## src/rtl/assert_macros.svh

```systemverilog
// Assertion helpers for the RTL.
`ifndef ASSERT_MACROS_SVH
`define ASSERT_MACROS_SVH

`ifndef SYNTHESIS

// same-cycle implication
`define ASSERT_IMPLIES(label, clk, rst, ante, cons, msg) \
  label: assert property (@(posedge clk) disable iff (rst) (ante) |-> (cons)) \
    else $error(msg);

// next-cycle implication
`define ASSERT_NEXT(label, clk, rst, ante, cons, msg) \
  label: assert property (@(posedge clk) disable iff (rst) (ante) |=> (cons)) \
    else $error(msg);

`else

`define ASSERT_IMPLIES(label, clk, rst, ante, cons, msg)
`define ASSERT_NEXT(label, clk, rst, ante, cons, msg)

`endif

`endif

```

## src/rtl/ppe_pkg.sv

```systemverilog
`default_nettype none

package ppe_pkg;

  localparam int PALETTE_DEPTH_DEF = 256;

  localparam int ARGB_W     = 32;
  localparam int SLOT_W     = 8;
  localparam int CNT_W      = 25;
  localparam int COLORS_W   = 9;
  localparam int FMT_W      = 2;
  localparam int STATUS_W   = 2;
  localparam int CFG_IDX_W  = 2;
  localparam int CFG_DATA_W = 25;

  localparam int MOD_STEPS = 8;
  localparam int MOD_CNT_W = 3;

  localparam logic [CFG_IDX_W-1:0] REG_PIXEL_FORMAT   = 2'd0;
  localparam logic [CFG_IDX_W-1:0] REG_PALETTE_FORMAT = 2'd1;
  localparam logic [CFG_IDX_W-1:0] REG_PALETTE_COLORS = 2'd2;
  localparam logic [CFG_IDX_W-1:0] REG_PIXEL_COUNT    = 2'd3;

  localparam logic [FMT_W-1:0] FMT_RGBA8888 = 2'd0;
  localparam logic [FMT_W-1:0] FMT_IDX4     = 2'd1;
  localparam logic [FMT_W-1:0] FMT_IDX8     = 2'd2;
  localparam logic [FMT_W-1:0] FMT_UNSUP    = 2'd3;

  localparam logic CMD_PALETTE = 1'b0;
  localparam logic CMD_PIXEL   = 1'b1;

  localparam logic [STATUS_W-1:0] ST_OK         = 2'd0;
  localparam logic [STATUS_W-1:0] ST_BAD_SIZE   = 2'd1;
  localparam logic [STATUS_W-1:0] ST_BAD_FORMAT = 2'd2;
  localparam logic [STATUS_W-1:0] ST_NO_PALETTE = 2'd3;

  // output word source
  localparam logic [1:0] SRC_ERR  = 2'd0;
  localparam logic [1:0] SRC_RGBA = 2'd1;
  localparam logic [1:0] SRC_PAL  = 2'd2;

  typedef struct packed {
    logic              cmd;
    logic [SLOT_W-1:0] entry_slot;
    logic [31:0]       data_word;
  } in_word_t;

  typedef struct packed {
    logic [ARGB_W-1:0]   argb;
    logic [STATUS_W-1:0] status;
    logic                final_pixel;
    logic                last_of_run;
  } out_word_t;

  typedef struct packed {
    logic       mod_start;
    logic       mod_hi;
    logic       mod_step;
    logic       ram_rd;
    logic       out_load;
    logic [1:0] out_src;
    logic       out_last;
  } ctrl_cmd_t;

  typedef struct packed {
    logic [STATUS_W-1:0] err;
    logic                done;
    logic                two_px;
    logic                rgba;
    logic                out_free;
  } ctrl_stat_t;

  // memory byte order R,G,B,A -> A,R,G,B
  function automatic logic [ARGB_W-1:0] reorder(input logic [31:0] w);
    return {w[31:24], w[7:0], w[15:8], w[23:16]};
  endfunction

endpackage

`default_nettype wire

```

## src/rtl/ppe_ctrl.sv

```systemverilog
`default_nettype none

module ppe_ctrl (
  input  wire logic               clk,
  input  wire logic               rst,
  input  wire logic               in_valid,
  input  wire logic               in_cmd,
  output logic                    in_ready,
  input  wire ppe_pkg::ctrl_stat_t stat,
  output ppe_pkg::ctrl_cmd_t      cmd
);

  localparam logic [2:0] S_IDLE  = 3'd0;
  localparam logic [2:0] S_CHECK = 3'd1;
  localparam logic [2:0] S_MOD   = 3'd2;
  localparam logic [2:0] S_READ  = 3'd3;
  localparam logic [2:0] S_EMIT  = 3'd4;

  localparam logic [ppe_pkg::MOD_CNT_W-1:0] STEP_LAST =
    ppe_pkg::MOD_CNT_W'(ppe_pkg::MOD_STEPS - 1);

  logic [2:0]                     state, state_next;
  logic [ppe_pkg::MOD_CNT_W-1:0]  step, step_next;
  logic                           pair, pair_next;
  logic                           hi, hi_next;
  logic [1:0]                     src, src_next;
  logic                           last, last_next;

  always_ff @(posedge clk) begin
    if (rst) begin
      state <= S_IDLE;
      step  <= '0;
      pair  <= 1'b0;
      hi    <= 1'b0;
      src   <= ppe_pkg::SRC_ERR;
      last  <= 1'b0;
    end else begin
      state <= state_next;
      step  <= step_next;
      pair  <= pair_next;
      hi    <= hi_next;
      src   <= src_next;
      last  <= last_next;
    end
  end

  always_comb begin
    state_next   = state;
    step_next    = step;
    pair_next    = pair;
    hi_next      = hi;
    src_next     = src;
    last_next    = last;
    in_ready     = (state == S_IDLE);
    cmd          = '0;
    cmd.mod_hi   = hi;
    cmd.out_src  = src;
    cmd.out_last = last;
    unique case (state)
      S_IDLE: begin
        if (in_valid && in_cmd == ppe_pkg::CMD_PIXEL) begin
          state_next = S_CHECK;
        end
      end
      S_CHECK: begin
        if (stat.err != ppe_pkg::ST_OK) begin
          src_next   = ppe_pkg::SRC_ERR;
          last_next  = 1'b1;
          state_next = S_EMIT;
        end else if (stat.done) begin
          state_next = S_IDLE;
        end else if (stat.rgba) begin
          src_next   = ppe_pkg::SRC_RGBA;
          last_next  = 1'b1;
          state_next = S_EMIT;
        end else begin
          cmd.mod_start = 1'b1;
          cmd.mod_hi    = 1'b0;
          hi_next       = 1'b0;
          pair_next     = stat.two_px;
          step_next     = '0;
          state_next    = S_MOD;
        end
      end
      S_MOD: begin
        cmd.mod_step = 1'b1;
        step_next    = step + 1'b1;
        if (step == STEP_LAST) begin
          state_next = S_READ;
        end
      end
      S_READ: begin
        cmd.ram_rd = 1'b1;
        src_next   = ppe_pkg::SRC_PAL;
        last_next  = !pair || hi;
        state_next = S_EMIT;
      end
      S_EMIT: begin
        if (stat.out_free) begin
          cmd.out_load = 1'b1;
          if (src == ppe_pkg::SRC_PAL && pair && !hi) begin
            // high nibble next
            hi_next       = 1'b1;
            cmd.mod_start = 1'b1;
            cmd.mod_hi    = 1'b1;
            step_next     = '0;
            state_next    = S_MOD;
          end else begin
            state_next = S_IDLE;
          end
        end
      end
      default: begin
        state_next = S_IDLE;
      end
    endcase
  end

endmodule

`default_nettype wire

```

## config.mk

```make
export PLATFORM = sky130hd
export DESIGN_NAME = ppe_ctrl
export DESIGN_NICKNAME = d
export VERILOG_FILES = /design/src/rtl/assert_macros.svh /design/src/rtl/ppe_pkg.sv /design/src/rtl/ppe_ctrl.sv
export SDC_FILE = /design/constraint.sdc
export NUM_CORES = 1
export LEC_CHECK = 0
export ABC_AREA = 1
export BUFFER_PORTS_ARGS = -buffer_cell sky130_fd_sc_hd__buf_2
export CORE_AREA = 2 2 39 41
export DETAILED_ROUTE_END_ITERATION = 6
export DIE_AREA = 0 0 41 43
export GPL_TIMING_DRIVEN = 0
export PLACE_DENSITY = 0.75
export SLEW_MARGIN = 20
export SYNTH_ARGS = -nofsm -noshare
export SYNTH_HDL_FRONTEND = slang
export SYNTH_SLANG_ARGS = --single-unit
```

## constraint.sdc

```tcl
create_clock -name clk -period 1.68 [get_ports clk]
set_input_delay 0.084 -clock clk [delete_from_list [all_inputs] [get_ports clk]]
set_output_delay 0.084 -clock clk [all_outputs]
set_load 0.02 [all_outputs]
```

==> results.toml <==
[status]
status = "complete, no violations"

[timing]
rsz0062_at_grt = "no"
slew_headroom = 0.7399
setup_viol = 0
fmax_mhz = 697.3
min_period_ps = 1434
tns_ps = 0
finalHoldViolations = 0
finalClockSkew_ps = 3.683
period_share = 0.8536
slew_violations = 0
tightest_slew_ps = 390.2

[critical_path]
crit_end = "cmd[6]"
path_buf_inv = 3
crit_cells = 7
critPathKind = "reg -> out"
startpoint_type = "flip-flop"
r2r_slack_ps = 540
worstReg2RegEnd = "step[2]"
cpPeakStageDelay_ps = 350
cpMaxStageDelayCell = "dfxtp_1"
crit_fanout = 4
arrival_ps = 1350
regToRegStartpoint = "step[0]"
r2r_cells = 6
end_kind = "primary output"
cp_top_family = "simple AND/OR/NAND/NOR gates"
worstPathRequired_ps = 1600
crit_chain = "inv_2 -> nand3_2 -> inv_2 -> nand3_1 -> nand2_1 -> nand2_1 -> buf_2"
cp-startpoint = "state[2]"

[grt]
antenna_found_initial = 0
grt_pass1_wl_um = 1973
track_usage = 0.1678
grt-ovfl-total = 0
grt_max_degree = 9
grt_pass1_vias = 509

[layout]
n_antenna_cell = 0
instances_no_fill = 131
seq_area_sq_um = 220.2
fillerInstances = 148
multiInputGateArea_sq_um = 316.6
final_nets = 128
final_layout_size_suffix_gt1_frac = 0.3043
areaGrowthSynthToFinish_pct = 20.59

[floorplanning]
die_width_um = 41
io_pins = 19
start_util = 0.4611
coreArea_sq_um = 1384
die_area_sq_um = 1763
die_height_um = 43
rows = 14

[clock_tree]
cts_tree = "built"
cts.sinks = 11
postCtsSetupRepairBufs = 0
cts-root-buf = "clkbuf_4"
cts.clk_slew.worst_paths_ps = 70
clk_latency_ps = 270
cts_made_buffers = 3
holdBufCountCts = 0
clockBufferDepth = 2
cts_resized = 0
cts.htree.levels = 1

[placed_design]
placed_cells_incl_taps = 127
port_buffers = 17
hpwl_um = 1058
gp_congestion = 0.8530

[yosys]
synth_warnings = 0
synthCells = 94
syn-num-nets = 106
synth_cell_types = 20
postSynthAreaPerCell_sq_um = 6.788
yosysSeqAreaShare = 0.3451
synth-seq-cells = 11
synth_area_sq_um = 638.1

[min_path]
hp-class = "in -> reg"

[power_and_ir_drop]
vdd_drop_max_mv = 0.5975
p_leak_nw = 0.4416
p_per_area_nw_per_um2 = 1648

[detailed_routing]
wirelength_um = 1306
routedWlPerCell_um = 9.969
num_vias = 622
drc_errors = 0
postRouteAntennaNets = 0
dr.first_iter.drc_count = 11
vias_per_cell = 4.748
first_pass_iters = 4

[run]
max_cap_viol_count = 0
final cells by class:
cell class / count / share of cell area
multi-input combinational: 58 / 0.4114
sequential: 11 / 0.2862
timing repair buffer: 17 / 0.1106
inverter: 22 / 0.1073
clock buffer: 4 / 0.03415
tap: 16 / 0.02602
buffer: 3 / 0.02439
where the power goes:
part,internal (mW),switching [mW]
registers,0.338,0.0693
clock network,0.0920,0.0902
logic,0.245,0.433
worst reg2reg max path: stages (launching register included):
cell and delay [ps]:
dfxtp_1 320, ha_1 200, ha_1 260, nand2_1 60, nand4_1 90, nand2_1 70, nor2_1 40
routing by layer:
layer  vias to the layer above  track usage  part of all wire
li1                        329            -                 -
met1                       271       0.2072              0.44
met2                        18       0.2469              0.47
met3                         4      0.03141             0.057
met4                         0       0.1200             0.025
met5                         -            0                 0
synthesized netlist by cell type, drive strengths merged:
cell type | n | area share
a21oi | 5 | 0.039
a31oi | 1 | 0.0098
buf | 3 | 0.029
dfxtp | 11 | 0.35
ha | 2 | 0.039
inv | 22 | 0.13
nand2 | 21 | 0.14
nand3 | 6 | 0.098
nand4 | 2 | 0.020
nor2 | 12 | 0.075
nor4 | 1 | 0.0098
o21ai | 8 | 0.063
state kept, by name, summed over array words and instances, names as in the netlist:
register	count
step	3
state	3
last	1
pair	1
src	2
hi	1
through the flow:
stage	instance area [sq um]	util	setup slack [ps]	hold WS, ps	total power, mW
2_1_floorplan	638.1	-	389.6	275.1	0.9416
3_3_place_gp	743.2	0.5371	550.4	362.8	1.073
3_5_place_dp	743.2	0.5371	532.7	373.9	1.099
4_1_cts	769.5	0.5561	226.4	87.24	1.285
5_1_grt	769.5	0.5561	158.6	100.5	1.387
6_report	769.5	0.5561	246.0	93.09	1.268
cell families (layout without fill, tap and decap cells):
kind of cell / count (synthesis) / in the layout / share of synthesized area
buf+inv: 25 / 46 / 0.1588
compound gates: 14 / 14 / 0.1118
simple gates: 42 / 42 / 0.3451
flops: 11 / 11 / 0.3451
fa+ha+maj: 2 / 2 / 0.03921
worst min path at each step:
stage / to / cells past startpoint / startpoint / slack, ps
2_1_floorplan: pair / 2 / stat[2] / 280
3_3_place_gp: pair / 3 / stat[2] / 360
3_5_place_dp: pair / 3 / stat[2] / 370
4_1_cts: pair / 3 / stat[2] / 90
5_1_grt: pair / 3 / stat[2] / 100
6_report: pair / 3 / stat[2] / 90
placed cells by master (no fill, tap or decap), types with 2 or more instances in the layout:
| cell | n |
|---|---|
| a21oi_1 | 5 |
| buf_2 | 17 |
| buf_4 | 2 |
| clkbuf_4 | 3 |
| dfxtp_1 | 11 |
| ha_1 | 2 |
| inv_1 | 18 |
| inv_2 | 4 |
| nand2_1 | 18 |
| nand2_2 | 2 |
| nand3_2 | 4 |
| nand4_1 | 2 |
| nor2_1 | 11 |
| o21ai_0 | 7 |
No activity file was read; power rests on OpenSTA's default activity.
